<file path="src/sv/bir_pkg.sv">
// Shared types and constants of the bilinear image resampler.
// Depends on nothing; used by every module of the block but the image memory.
package bir_pkg;

  // Fixed field widths of the transaction ports
  localparam int PixIdxW = 10;
  localparam int PixW    = 8;
  localparam int CoordW  = 5;

  // Internal widths sized for the largest legal image and grid (256 per side)
  localparam int IdxW   = 16;
  localparam int WgtW   = 9;
  localparam int WProdW = 17;
  localparam int SumW   = PixW + WProdW;

  // Default geometry
  localparam int InWDef  = 28;
  localparam int InHDef  = 28;
  localparam int OutWDef = 32;
  localparam int OutHDef = 32;

  typedef enum logic {
    OP_WRITE = 1'b0,
    OP_READ  = 1'b1
  } bir_op_e;

  typedef enum logic [2:0] {
    ST_IDLE,
    ST_RD0,
    ST_RD1,
    ST_RD2,
    ST_RD3,
    ST_MAC,
    ST_ACC,
    ST_DIV
  } bir_state_e;

  // One axis of a neighborhood: offsets of both taps and their weights
  typedef struct packed {
    logic [IdxW-1:0] lo_off;
    logic [IdxW-1:0] hi_off;
    logic [WgtW-1:0] w_lo;
    logic [WgtW-1:0] w_hi;
  } bir_axis_t;

endpackage

</file>
<file path="src/sv/bir_seq.sv">
// Read sequencer: fetches four taps, accumulates weighted products and
// divides by the grid area with one reciprocal multiply. Depends on bir_pkg.
module bir_seq #(
  parameter int AW   = 10,
  parameter int OutW = 32,
  parameter int OutH = 32
) (
  input  logic                     clk_i,
  input  logic                     rst_ni,
  input  logic                     rd_start_i,
  input  bir_pkg::bir_axis_t       x_i,
  input  bir_pkg::bir_axis_t       y_i,
  input  logic [bir_pkg::PixW-1:0] rdata_i,
  output logic [AW-1:0]            rd_addr_o,
  output logic                     busy_o,
  output logic                     valid_o,
  output logic [bir_pkg::PixW-1:0] pixel_o
);
  import bir_pkg::*;

  // The sum stays below 2^(PixW+DivLog), so a reciprocal with
  // PixW+2*DivLog fraction bits gives the exact truncated quotient
  localparam int Div    = OutW * OutH;
  localparam int DivLog = $clog2(Div);
  localparam int RcpSh  = PixW + 2 * DivLog;
  localparam int RcpW   = PixW + DivLog + 2;
  localparam int ScW    = SumW + RcpW;
  localparam longint unsigned RcpFull =
      ((64'd1 << RcpSh) + 64'(Div) - 64'd1) / 64'(Div);
  localparam logic [RcpW-1:0] RcpMul = RcpW'(RcpFull);

  bir_state_e        state_q, state_d;
  logic              valid_q, valid_d;
  bir_axis_t         x_q, x_d, y_q, y_d;
  logic [WProdW-1:0] w00_q, w00_d, w01_q, w01_d, w10_q, w10_d, w11_q, w11_d;
  logic [SumW-1:0]   prod_q, prod_d, acc_q, acc_d, sum_q, sum_d;
  logic [PixW-1:0]   pix_q, pix_d;

  logic [WProdW-1:0] wsel;
  logic [IdxW-1:0]   addr_full;
  logic [ScW-1:0]    scaled;

  // Control registers
  always_ff @(posedge clk_i or negedge rst_ni) begin
    if (!rst_ni) begin
      state_q <= ST_IDLE;
      valid_q <= 1'b0;
    end else begin
      state_q <= state_d;
      valid_q <= valid_d;
    end
  end

  // Datapath registers
  always_ff @(posedge clk_i) begin
    x_q    <= x_d;
    y_q    <= y_d;
    w00_q  <= w00_d;
    w01_q  <= w01_d;
    w10_q  <= w10_d;
    w11_q  <= w11_d;
    prod_q <= prod_d;
    acc_q  <= acc_d;
    sum_q  <= sum_d;
    pix_q  <= pix_d;
  end

  // Scale the closed sum by the reciprocal of the grid area
  assign scaled = ScW'(sum_q) * ScW'(RcpMul);

  // Next state, tap addresses and datapath updates
  always_comb begin
    state_d   = state_q;
    valid_d   = 1'b0;
    x_d       = x_q;
    y_d       = y_q;
    w00_d     = w00_q;
    w01_d     = w01_q;
    w10_d     = w10_q;
    w11_d     = w11_q;
    prod_d    = prod_q;
    acc_d     = acc_q;
    sum_d     = sum_q;
    pix_d     = pix_q;
    wsel      = w00_q;
    addr_full = y_q.lo_off + x_q.lo_off;

    unique case (state_q)
      ST_IDLE: begin
        // Capture the neighborhood of an accepted read
        if (rd_start_i) begin
          x_d     = x_i;
          y_d     = y_i;
          state_d = ST_RD0;
        end
      end
      ST_RD0: begin
        addr_full = y_q.lo_off + x_q.lo_off;
        w00_d     = WProdW'(x_q.w_lo) * WProdW'(y_q.w_lo);
        w01_d     = WProdW'(x_q.w_hi) * WProdW'(y_q.w_lo);
        w10_d     = WProdW'(x_q.w_lo) * WProdW'(y_q.w_hi);
        w11_d     = WProdW'(x_q.w_hi) * WProdW'(y_q.w_hi);
        state_d   = ST_RD1;
      end
      ST_RD1: begin
        addr_full = y_q.lo_off + x_q.hi_off;
        wsel      = w00_q;
        prod_d    = SumW'(rdata_i) * SumW'(wsel);
        acc_d     = '0;
        state_d   = ST_RD2;
      end
      ST_RD2: begin
        addr_full = y_q.hi_off + x_q.lo_off;
        wsel      = w01_q;
        prod_d    = SumW'(rdata_i) * SumW'(wsel);
        acc_d     = acc_q + prod_q;
        state_d   = ST_RD3;
      end
      ST_RD3: begin
        addr_full = y_q.hi_off + x_q.hi_off;
        wsel      = w10_q;
        prod_d    = SumW'(rdata_i) * SumW'(wsel);
        acc_d     = acc_q + prod_q;
        state_d   = ST_MAC;
      end
      ST_MAC: begin
        wsel    = w11_q;
        prod_d  = SumW'(rdata_i) * SumW'(wsel);
        acc_d   = acc_q + prod_q;
        state_d = ST_ACC;
      end
      ST_ACC: begin
        // Close the sum
        sum_d   = acc_q + prod_q;
        state_d = ST_DIV;
      end
      ST_DIV: begin
        // Take the quotient bits and strobe the result
        pix_d   = scaled[RcpSh +: PixW];
        valid_d = 1'b1;
        state_d = ST_IDLE;
      end
      default: begin
        state_d = ST_IDLE;
      end
    endcase
  end

  assign rd_addr_o = AW'(addr_full);
  assign busy_o    = (state_q != ST_IDLE);
  assign valid_o   = valid_q;
  assign pixel_o   = pix_q;

endmodule

</file>
<file path="config.mk">
export PLATFORM = sky130hd
export DESIGN_NAME = bir_seq
export DESIGN_NICKNAME = d
export VERILOG_FILES = /design/src/sv/bir_pkg.sv /design/src/sv/bir_seq.sv
export SDC_FILE = /design/constraint.sdc
export NUM_CORES = 2
export LEC_CHECK = 0
export BUFFER_PORTS_ARGS = -buffer_cell sky130_fd_sc_hd__buf_2
export CAP_MARGIN = 20
export CORE_UTILIZATION = 70
export CTS_CLUSTER_DIAMETER = 100
export DETAILED_ROUTE_END_ITERATION = 16
export PLACE_DENSITY = 0.89
export RECOVER_POWER = 25
export SYNTH_ARGS = -nofsm -noshare
export SYNTH_HDL_FRONTEND = slang
export SYNTH_SLANG_ARGS = --single-unit
export TNS_END_PERCENT = 10
</file>
<file path="constraint.sdc">
create_clock -name clk_i -period 10.3 [get_ports clk_i]
set_input_delay 1.545 -clock clk_i [delete_from_list [all_inputs] [get_ports clk_i]]
set_output_delay 1.545 -clock clk_i [all_outputs]
set_load 0.1 [all_outputs]
</file>
==> flow_summary.ini <==
[floorplanning]
fp.dieH_um = 213
core_um2 = 43400
row_count = 76
io_pins = 131
start_util = 0.716
die_x_um = 213
die_area_um2 = 45200

[drt]
via_per_inst = 5.94
drt_iter0_drc = 2143
drt.antenna.violating_nets = 0
drcViolationCount = 0
wl_per_cell_um = 18.3
dr.pass1.iters = 6
wl_mm = 70.3
num_vias = 22821

[yosys]
ys.flop_type = edfxtp_1
syn_nets = 4108
yosysWarnings = 0
ys_top_cells_by_area = fa_1, edfxtp_1, ha_1
syn_area_um2 = 31000
synth.avg_cell_area_um2 = 9.62
syn_inst = 3224
yosys-top-cells-count = inv_1, fa_1, and2_1
yosysTopAreaCell = fa_1
synthDistinctLibCells = 70
synth_edf_count = 196
synth.most_common_cell = inv_1
synth_seq_cells = 200
synth_top_area_share = 0.314
yosysSeqAreaShare = 0.193
synthArstFlopShare = 0.0200

[sta]
setup_viol = 0
period_needed_ns = 6.97
slew_viol_final = 0
fin_tns_setup_ns = 0
max_freq_mhz = 144
relSlewSlack = 0.290
worstMarginPinSlew_ns = 1.06
clock-skew-final_ns = 0.0169
hold_viol_final = 0
timing.final.crit_share = 0.676
rsz0062_at_grt = false

[grt]
antenna_found_initial = 0
first_global_vias = 24709
grt_max_degree = 77
grt_pass1_wl_mm = 117
grt_util_all_layers = 0.331
overflow = 0

[worst_setup_path]
cp_max_fo = 33
worstPathArrival_ns = 7.17
end_kind = flop
critPathLaunch = rdata_i[2]
startpoint_type = input port
worst_r2r_endpoint = prod_q[16]
critPathKind = input port to flop
required_ns = 10.50
r2r_cells = 17
r2r-start = w11_q[4]
endpoint = prod_q[16]
reg2reg_slack_ns = 4.70

[hold_path]
hold_class = flop to flop

[clocking]
cts_made_buffers = 17
clkTransAtPathRegs_ns = 0.08
cts.root.buffer_cell = clkbuf_16
cts.repair.resized = 0
clk_path_buf_depth = 2
post-cts-setup-buffer-count = 0
cts_sinks = 200
h-tree-depth = 4
cts_hold_buf = 0
cts_tree = built
worstSkewPairLatency_ns = 0.49

[placement]
portBuffers = 106
gp_routability_congestion = 0.907
hpwlAfterDp_mm = 52.3

[layout]
layout-drive-gt1-share = 0.0562
nNetsFinal = 4131
areaGrowthSynthToFinish_pct = 4.92
diodes = 0

[job]
maxCapViolCount = 0

[run_status]
status = complete, no violations
-- critical path: stages --
cell	delay, ns
buf_2	0.52
buf_4	0.46
nand2_1	0.14
fa_1	0.53
fa_1	0.56
inv_1	0.05
fa_1	0.48
inv_1	0.05
fa_1	0.47
inv_1	0.04
ha_1	0.31
or3_1	0.36
a21oi_1	0.18
nor3_1	0.11
o31ai_1	0.27
a21oi_1	0.13
xor2_1	0.22
a22oi_1	0.12
a311oi_1	0.58
-- registers in the layout, summed over array words and instances, names as in the netlist --
register	count
acc_q	18
pixel_o	8
prod_q	18
state_q	3
sum_q	8
valid_o	1
w00_q	17
w01_q	17
w10_q	17
w11_q	17
x_q	38
y_q	38
-- layout make-up --
cell class	instances	area, µm²
Tap cell	585	732
Clock buffer	17	425
Inverter	567	2130
Clock inverter	14	163
Multi-Input combinational cell	2340	22500
Fill cell	2849	10800
Sequential cell	200	5990
Timing Repair Buffer	121	637
-- how the worst min path moves through the flow --
stage	endpoint	slack, ns	cells past startpoint	start
2_1_floorplan	pixel_o[0]	0.40	0	sum_q[10]
3_3_place_gp	pixel_o[5]	0.40	0	sum_q[15]
3_5_place_dp	pixel_o[7]	0.41	0	sum_q[17]
4_1_cts	pixel_o[7]	0.42	0	sum_q[17]
5_1_grt	pixel_o[5]	0.43	0	sum_q[15]
6_report	pixel_o[7]	0.42	0	sum_q[17]
-- cells in the final DEF (no fill, tap or decap), drive strengths merged, types with 9 or more instances in the layout --
cell,instances
a211oi,17
a21boi,9
a21o,27
a21oi,87
and2,457
and3,9
buf,118
clkbuf,20
edfxtp,196
fa,487
ha,286
inv,570
mux2,12
nand2,412
nand2b,9
nand3,16
nor2,98
nor2b,21
nor3,29
o21a,9
o21ai,53
o21bai,12
or3,10
xnor2,144
xor2,34
-- metrics by stage --
stage          hold slack [ns]  std cells  worst slack [ns]  cell area, µm²   util
2_1_floorplan            0.400       3224              3.85           31000      -
3_3_place_gp             0.405       3813              3.03           32000  0.737
3_5_place_dp             0.407       3813              2.97           32000  0.737
4_1_cts                  0.425       3844              3.46           32600  0.751
5_1_grt                  0.428       3844              3.13           32600  0.751
6_report                 0.422       3844              3.33           32600  0.751
-- metal layers --
metal	GRT usage	vias to the layer above	share of wire
met2	0.571	1122	0.50
met4	0.174	0	0.049
met3	0.0514	237	0.080
met5	0	-	0
met1	0.401	11358	0.37
li1	-	10104	-
-- logic make-up (layout without fill, tap and decap cells) --
group,after synthesis,after routing,share of synthesized area
adders and majority gates,773,773,0.430
muxes,17,17,0.00597
DFF,200,200,0.193
and+or+nand+nor,1074,1074,0.174
xor gates and xnor gates,178,178,0.0502
AOI/OAI and AO/OA,298,298,0.0645
buffers and inverters,684,719,0.0829
Power is not shown: default switching activity piles up to over one toggle a cycle in this logic, so the estimate is an artifact.
