$ cat src/sv/bir_pkg.sv
// Shared types and constants of the bilinear image resampler.
// Depends on nothing; used by every module of the block but the image memory.
package bir_pkg;

  // Fixed field widths of the transaction ports
  localparam int PixIdxW = 10;
  localparam int PixW    = 8;
  localparam int CoordW  = 5;

  // Internal widths sized for the largest legal image and grid (256 per side)
  localparam int IdxW   = 16;
  localparam int WgtW   = 9;
  localparam int WProdW = 17;
  localparam int SumW   = PixW + WProdW;

  // Default geometry
  localparam int InWDef  = 28;
  localparam int InHDef  = 28;
  localparam int OutWDef = 32;
  localparam int OutHDef = 32;

  typedef enum logic {
    OP_WRITE = 1'b0,
    OP_READ  = 1'b1
  } bir_op_e;

  typedef enum logic [2:0] {
    ST_IDLE,
    ST_RD0,
    ST_RD1,
    ST_RD2,
    ST_RD3,
    ST_MAC,
    ST_ACC,
    ST_DIV
  } bir_state_e;

  // One axis of a neighborhood: offsets of both taps and their weights
  typedef struct packed {
    logic [IdxW-1:0] lo_off;
    logic [IdxW-1:0] hi_off;
    logic [WgtW-1:0] w_lo;
    logic [WgtW-1:0] w_hi;
  } bir_axis_t;

endpackage

$ cat src/sv/bir_axis_lut.sv
// Constant table mapping an output coordinate to source taps and weights.
// Depends on bir_pkg for the axis struct and widths.
module bir_axis_lut #(
  parameter int InN    = 28,
  parameter int OutN   = 32,
  parameter int Stride = 1
) (
  input  logic [bir_pkg::CoordW-1:0] pos_i,
  output bir_pkg::bir_axis_t         axis_o
);
  import bir_pkg::*;

  localparam int Entries = 2 ** CoordW;

  bir_axis_t tab [Entries];

  // Build each entry at elaboration: saturate, scale, split, clamp
  for (genvar i = 0; i < Entries; i++) begin : g_entry
    localparam int P  = (i < OutN) ? i : OutN - 1;
    localparam int S  = P * InN;
    localparam int B0 = S / OutN;
    localparam int B  = (B0 > InN - 1) ? InN - 1 : B0;
    localparam int N  = (B + 1 > InN - 1) ? InN - 1 : B + 1;
    localparam int F  = S % OutN;
    assign tab[i].lo_off = IdxW'(B * Stride);
    assign tab[i].hi_off = IdxW'(N * Stride);
    assign tab[i].w_lo   = WgtW'(OutN - F);
    assign tab[i].w_hi   = WgtW'(F);
  end

  assign axis_o = tab[pos_i];

endmodule

$ cat config.mk
export PLATFORM = sky130hd
export DESIGN_NAME = bir_axis_lut
export DESIGN_NICKNAME = d
export VERILOG_FILES = /design/src/sv/bir_pkg.sv /design/src/sv/bir_axis_lut.sv
export SDC_FILE = /design/constraint.sdc
export NUM_CORES = 1
export LEC_CHECK = 0
export BUFFER_PORTS_ARGS = -buffer_cell sky130_fd_sc_hd__clkbuf_2
export CELL_PAD_IN_SITES_DETAIL_PLACEMENT = 1
export CELL_PAD_IN_SITES_GLOBAL_PLACEMENT = 1
export CORE_MARGIN = 5
export CORE_UTILIZATION = 28
export DETAILED_ROUTE_END_ITERATION = 8
export GPL_ROUTABILITY_DRIVEN = 0
export PLACE_DENSITY_LB_ADDON = 0.1
export SKIP_LAST_GASP = 1
export SYNTH_ARGS = -nofsm -noshare
export SYNTH_HDL_FRONTEND = slang
export SYNTH_SLANG_ARGS = --single-unit
$ cat constraint.sdc
create_clock -name vclk -period 2
set_clock_uncertainty 0.05 [all_clocks]
set_input_delay 0.2 -clock vclk [all_inputs]
set_output_delay 0.2 -clock vclk [all_outputs]
set_load 0.02 [all_outputs]
==> impl_metrics.json, run 1 <==
{
  "io_pins": 55,
  "cp-end-kind": "primary output",
  "dieArea_mm2": 0.003774,
  "min_delay_path_depth": 3,
  "synth_cell_types": 28,
  "grt_start_max_net_pins": 19,
  "ys_top_cells_by_area": "buf_4 (37%), ha_1 (17%), mux4_2 (6.1%)",
  "holdCritStartpoint": "pos_i[1]",
  "drt_iter0_drc": 6,
  "synth-adder-area-share_pct": 16.89,
  "post-synth-top-area-fraction_pct": 37.50,
  "antenna_found_initial": 0,
  "drt_wl_total_mm": 1.732,
  "cp.arrival_ns": 1.61,
  "ant_nets": 0,
  "fin_crit_ns": 1.859,
  "yosys.area_share.simple_pct": 18.75,
  "syn_inst": 101,
  "rsz0062_at_grt": "no",
  "die_h_um": 61.44,
  "worstHoldPathType": "in2out",
  "critical_path.max_fanout": 4,
  "max_cap_violations": 0,
  "clkbuf_count": 0,
  "grt_pass1_vias": 555,
  "cp.required_ns": 1.75,
  "track_usage_pct": 8.462,
  "hpwlAfterDp_mm": 1.501,
  "outcome": "finished clean",
  "postCtsHoldBufs": 0,
  "num_vias": 598,
  "synth-xor-area-share_pct": 1.182,
  "dr.pass1.iters": 2,
  "synth_top_family_by_area": "buffers and inverters",
  "setup_viol": 0,
  "syn_area_per_cell_um2": 7.334,
  "nets": 136,
  "crit_type": "in2out",
  "cts_resized": 0,
  "row_count": 18,
  "synth_mux_area_share_pct": 8.784,
  "fin_crit_sh_pct": 92.93,
  "diodes": 0,
  "dieWidth_um": 61.44,
  "drive_gt1_share_pct": 26.89,
  "yosysSeqAreaShare_pct": 0,
  "max_freq_mhz": 538.0,
  "start_kind": "input pin",
  "drcViolationCount": 0,
  "area_delta_synth_final_pct": 1.689,
  "seq_cell_count": 0,
  "viasPerCell": 4.013,
  "synth_compound_area_share_pct": 10.81,
  "post-cts-setup-buffers": 0,
  "start_util_pct": 29.63,
  "leakage_nw": 0.4351,
  "slew_violations": 0,
  "hold_violations": 0,
  "grt_pass1_wl_mm": 2.553,
  "min_to": "axis_o[12]",
  "fin_tns_setup_ns": 0,
  "layout_commonest_cell": "conb_1",
  "regArea_um2": 0,
  "utilization_pct": 30.13,
  "mostFrequentLayoutCells": "conb_1 (33), clkbuf_2 (22), ha_1 (10)",
  "wl_per_cell_um": 11.62,
  "netlist_area_um2": 740.7,
  "power_density_mw_per_mm2": 297.5,
  "gr-total-overflow": 0,
  "port_buffers": 22,
  "synth_top_cell_by_area": "buf_4",
  "vdd_ir_drop_max_v": 0.00008943,
  "ys_warn_count": 0,
  "core-area_mm2": 0.002500
}
-- through the flow --
stage | cell area, um2 | hold WS [ns] | setup slack [ns] | instances | total power [mW]
after global placement | 753.2 | 0.7477 | 0.1817 | 149 | 0.2228
final | 753.2 | 0.7472 | 0.1414 | 149 | 0.2241
after CTS | 753.2 | 0.7535 | 0.1091 | 149 | 0.2254
after global routing | 753.2 | 0.7715 | 0.06240 | 149 | 0.2453
after detailed placement | 753.2 | 0.7530 | 0.1128 | 149 | 0.2249
after floorplan | 860.8 | 0.4626 | 0.3454 | 133 | 0.2190
-- critical path: stages --
cell and delay (ns):
clkbuf_2 0.09, inv_1 0.11, ha_1 0.26, nand2b_1 0.18, and2_0 0.16, mux4_2 0.44
clkbuf_2 0.17
-- Yosys cell counts, types with 2 or more instances --
library cell / count
mux2i_1: 2
nor3_1: 2
nor3b_1: 2
nand3_1: 2
inv_1: 5
o21ai_0: 4
buf_4: 37
ha_1: 10
clkbuf_1: 2
buf_2: 3
a21oi_1: 3
nand2_1: 5
nand2b_1: 2
mux4_2: 2
nor2b_1: 3
a21boi_0: 2
nor2_1: 4
-- kinds of logic after synthesis --
family / count (synthesis)
other: 1
adder cells (fa/ha/maj): 10
multiplexers: 4
buffers and inverters: 47
XOR/XNOR: 1
AND/OR/NAND/NOR: 25
AO/OA/AOI/OAI: 13
-- per-layer routing --
layer	vias up	share of wire (%)	wire [um]	global-route usage, %
met4	0	0	0	0
li1	299	-	-	-
met1	271	44	754	12.11
met2	28	46	803	14.80
met5	-	0	0	0
met3	0	10	174	0.6289
-- where the power goes --
group / leakage (nW) / internal [mW] / total [mW] / switching, mW
Clock: 0 / 0 / 0 / 0
Combinational: 0.435 / 0.0662 / 0.224 / 0.158
Sequential: 0 / 0 / 0 / 0
Total: 0.435 / 0.0662 / 0.224 / 0.158
-- worst max path at each step --
stage,endpoint,cells past startpoint,startpoint
floorplan,axis_o[35],5,pos_i[1]
global placement,axis_o[35],7,pos_i[1]
detailed placement,axis_o[35],7,pos_i[1]
CTS,axis_o[35],7,pos_i[1]
global route,axis_o[35],7,pos_i[1]
finish,axis_o[35],7,pos_i[1]
-- final cells by class --
cell class                      count  area, um2
Fill cell                         335       1747
Multi-Input combinational cell     86      541.8
Timing Repair Buffer               28      155.1
Tap cell                           30      37.54
Inverter                            5      18.77
(Power assumes the default switching activity.)
==> run 2: changes to the inputs <==
- MAX_ROUTING_LAYER: default -> met4
==> run 2 against run 1 <==
Compared with the run above:
- first-iteration DRC count stayed put
- critical path depth stayed put
- hold slack is essentially flat
- global-route usage grew 0.26 points
- design area is the same
- final cell count is the same
- largest cell class unchanged
- setup slack improved by 0.0029 ns
- fmax is 0.16% higher
- critical path type unchanged
- critical endpoint unchanged
- sequential cell count stayed put
- die area did not move
- combinational power about the same
- non-clock buffer count stayed put
==> impl_metrics.json, run 2 (synthesis gave the netlist of run 1 again) <==
{
  "crit_chain": "clkbuf_2, inv_1, ha_1, nand2b_1, and2_0, mux4_2, clkbuf_2",
  "core-area_mm2": 0.002500,
  "dr.pass1.iters": 2,
  "rsz0062_at_grt": "no",
  "drt_iter0_drc": 6,
  "viasPerCell": 4.007,
  "die_h_um": 61.44,
  "track_usage_pct": 8.722,
  "drcViolationCount": 0,
  "start_util_pct": 29.63,
  "port_buffers": 22,
  "grt_pass1_wl_mm": 2.553,
  "grt_pass1_vias": 555,
  "nets": 136,
  "cts_resized": 0,
  "postCtsHoldBufs": 0,
  "drt_wl_total_mm": 1.727,
  "clkbuf_count": 0,
  "num_vias": 597,
  "critPathMaxStageDelay_ns": 0.44,
  "vdd_ir_drop_max_v": 0.00008945,
  "worstHoldPathType": "in2out",
  "cp.arrival_ns": 1.61,
  "hold_violations": 0,
  "row_count": 18,
  "antenna_found_initial": 0,
  "slew_violations": 0,
  "n_fill_cell": 335,
  "dieWidth_um": 61.44,
  "regArea_um2": 0,
  "diodes": 0,
  "start_kind": "input pin",
  "crit_family": "multiplexers",
  "cpMostUsedCell": "clkbuf_2",
  "crit_type": "in2out",
  "crit_slowest_cell": "mux4_2",
  "hpwlAfterDp_mm": 1.501,
  "wl_per_cell_um": 11.59,
  "ant_nets": 0,
  "fin_crit_sh_pct": 92.79,
  "seq_cell_count": 0,
  "fin_crit_ns": 1.856,
  "grt_start_max_net_pins": 19,
  "fin_tns_setup_ns": 0,
  "max_freq_mhz": 538.9,
  "power_density_mw_per_mm2": 297.6,
  "io_pins": 55,
  "cp_num_buf_inv": 3,
  "critical_path.max_fanout": 4,
  "drive_gt1_share_pct": 26.89,
  "layout_commonest_cell": "conb_1",
  "mostFrequentLayoutCells": "conb_1 (33), clkbuf_2 (22), ha_1 (10)",
  "gr-total-overflow": 0,
  "cp-end-kind": "primary output",
  "area_delta_synth_final_pct": 1.689,
  "holdWs_ns": 0.7475,
  "max_cap_violations": 0,
  "outcome": "finished clean",
  "post-cts-setup-buffers": 0,
  "dieArea_mm2": 0.003774,
  "setup_viol": 0,
  "cp.required_ns": 1.75,
  "leakage_nw": 0.4351
}
==> run 2: cell counts in the layout (fill, tap and decap cells not counted) <==
Identical to the previous run, type by type.
==> run 2: metrics by stage <==
| step | power (mW) | setup slack [ns] | std cells | area, um2 | util (%) |
|---|---|---|---|---|---|
| CTS | 0.2254 | 0.1091 | 149 | 753.2 | 30.13 |
| floorplan | 0.2190 | 0.3454 | 133 | 860.8 | - |
| global placement | 0.2228 | 0.1817 | 149 | 753.2 | 30.13 |
| finish | 0.2242 | 0.1443 | 149 | 753.2 | 30.13 |
| detailed placement | 0.2249 | 0.1128 | 149 | 753.2 | 30.13 |
| global route | 0.2452 | 0.06240 | 149 | 753.2 | 30.13 |
==> run 2: area by class of cell <==
type               instances  area [um2]  area share [%]
multi-input cells         86       541.8           71.93
well taps                 30       37.54           4.983
inverters                  5       18.77           2.492
repair buffers            28       155.1           20.60
==> run 2: tightest hold or removal path, cell delays in order <==
cell,delay (ns)
clkbuf_2,0.09
buf_4,0.15
clkbuf_2,0.15
==> run 2: final timing paths <==
check / startpoint / end / slack (ns) / depth (start not counted)
min: pos_i[0] / axis_o[2] / 0.75 / 3
max: pos_i[1] / axis_o[35] / 0.14 / 7
==> run 2: metal layers <==
| layer | global-route usage [%] | up-vias | part of all wire (%) |
|---|---|---|---|
| li1 | - | 299 | - |
| met1 | 12.36 | 270 | 44 |
| met2 | 14.80 | 28 | 47 |
| met3 | 0.2096 | 0 | 8.9 |
| met4 | 0 | 0 | 0 |
| met5 | - | - | 0 |
==> run 2: power breakdown <==
| group | internal [mW] | switching (mW) |
|---|---|---|
| combinational | 0.0662 | 0.158 |
| sequential | 0 | 0 |
| clock | 0 | 0 |
| total | 0.0662 | 0.158 |
==> run 3: changes to the inputs <==
- ABC_CLOCK_PERIOD_IN_PS: default -> 2000
- PLACE_DENSITY: default -> 0.82
- PLACE_DENSITY_LB_ADDON: 0.1 -> default
==> run 3 against run 2 <==
Compared with the run above:
- design area stayed put
- largest power group unchanged
- die area stayed put
- critical path depth stayed put
==> impl_metrics.json, run 3 (synthesis gave the netlist of run 1 again) <==
{
  "setup_viol": 0,
  "track_usage_pct": 8.807,
  "grt_pass1_wl_mm": 2.539,
  "critical_path.max_fanout": 4,
  "drt_iter0_drc": 39,
  "io_pins": 55,
  "fin_crit_ns": 1.897,
  "row_count": 18,
  "power_density_mw_per_mm2": 303.7,
  "grt_pass1_vias": 587,
  "hold_violations": 0,
  "holdWs_ns": 0.7547,
  "drt_wl_total_mm": 1.876,
  "dp_slack_ns": 0.1074,
  "layout_commonest_cell": "conb_1",
  "cp.arrival_ns": 1.65,
  "postCtsHoldBufs": 0,
  "cts_resized": 0,
  "dr.pass1.iters": 4,
  "num_vias": 631,
  "diodes": 0,
  "post-cts-setup-buffers": 0,
  "crit_slowest_cell": "mux4_2",
  "dpl_cell_area_um2": 753.2,
  "die_h_um": 61.44,
  "crit_start": "pos_i[1]",
  "drcViolationCount": 0,
  "viasPerCell": 4.235,
  "wl_per_cell_um": 12.59,
  "cp.required_ns": 1.75,
  "start_util_pct": 29.63,
  "drive_gt1_share_pct": 26.89,
  "ant_nets": 0,
  "start_kind": "input pin",
  "max_cap_violations": 0,
  "worstHoldPathType": "in2out",
  "nets": 136,
  "grt_start_max_net_pins": 19,
  "max_freq_mhz": 527.1,
  "timing.final.ws_setup_ns": 0.1029,
  "cp_num_buf_inv": 3,
  "critPathMaxStageDelay_ns": 0.45,
  "port_buffers": 22,
  "outcome": "finished clean",
  "crit_path_end": "axis_o[35]",
  "hpwlAfterDp_mm": 1.638,
  "leakage_nw": 0.4351,
  "regArea_um2": 0,
  "cp-end-kind": "primary output",
  "slew_violations": 0,
  "crit_cells": 7,
  "holdCritStartpoint": "pos_i[0]",
  "finish.instance_area_um2": 753.2,
  "area_delta_synth_final_pct": 1.689,
  "cpMostUsedCell": "clkbuf_2",
  "seq_cell_count": 0,
  "crit_type": "in2out",
  "mostFrequentLayoutCells": "conb_1 (33), clkbuf_2 (22), ha_1 (10)",
  "power_mw": 0.2288,
  "dieArea_mm2": 0.003774,
  "crit_family": "multiplexers",
  "dieWidth_um": 61.44,
  "antenna_found_initial": 0,
  "vdd_ir_drop_max_v": 0.0001045,
  "clkbuf_count": 0,
  "crit_chain": "clkbuf_2, inv_1, ha_1, nand2b_1, and2_0, mux4_2, clkbuf_2",
  "rsz0062_at_grt": "no",
  "fin_tns_setup_ns": 0,
  "fin_crit_sh_pct": 94.85,
  "core-area_mm2": 0.002500,
  "gr-total-overflow": 0
}
-- run 3: cell counts in the layout (fill, tap and decap cells not counted) --
Identical to the previous run, type by type.
-- run 3: how the worst min path moves through the flow --
stage	endpoint	slack [ns]	cells past startpoint
floorplan	axis_o[11]	0.46	1
global placement	axis_o[12]	0.75	3
detailed placement	axis_o[2]	0.76	3
CTS	axis_o[2]	0.76	3
global route	axis_o[2]	0.77	3
finish	axis_o[2]	0.75	3
-- run 3: power by group --
part	leakage, nW	total [mW]	switching (mW)	internal (mW)
logic	0.435	0.229	0.162	0.0664
registers	0	0	0	0
clock network	0	0	0	0
total	0.435	0.229	0.162	0.0664
-- run 3: per-layer routing --
metal | vias to the layer above | track usage (%) | share of wire [%]
met1 | 289 | 9.850 | 37
met5 | - | - | 0
met3 | 4 | 1.258 | 10
met2 | 41 | 16.62 | 51
met4 | 0 | 1.515 | 1.9
li1 | 297 | - | -
-- run 3: through the flow --
step                utilization, %  cells
finish                       30.13    149
global route                 30.13    149
CTS                          30.13    149
detailed placement           30.13    149
global placement             30.13    149
floorplan                        -    133
-- run 3: final cells by class --
cell class	count	area [um2]
Fill cell	338	1747
Inverter	5	18.77
Multi-Input combinational cell	86	541.8
Tap cell	30	37.54
Timing Repair Buffer	28	155.1
-- run 3: tightest hold or removal path, stage by stage --
cell      delay [ns]
clkbuf_2        0.09
buf_4           0.16
clkbuf_2        0.16
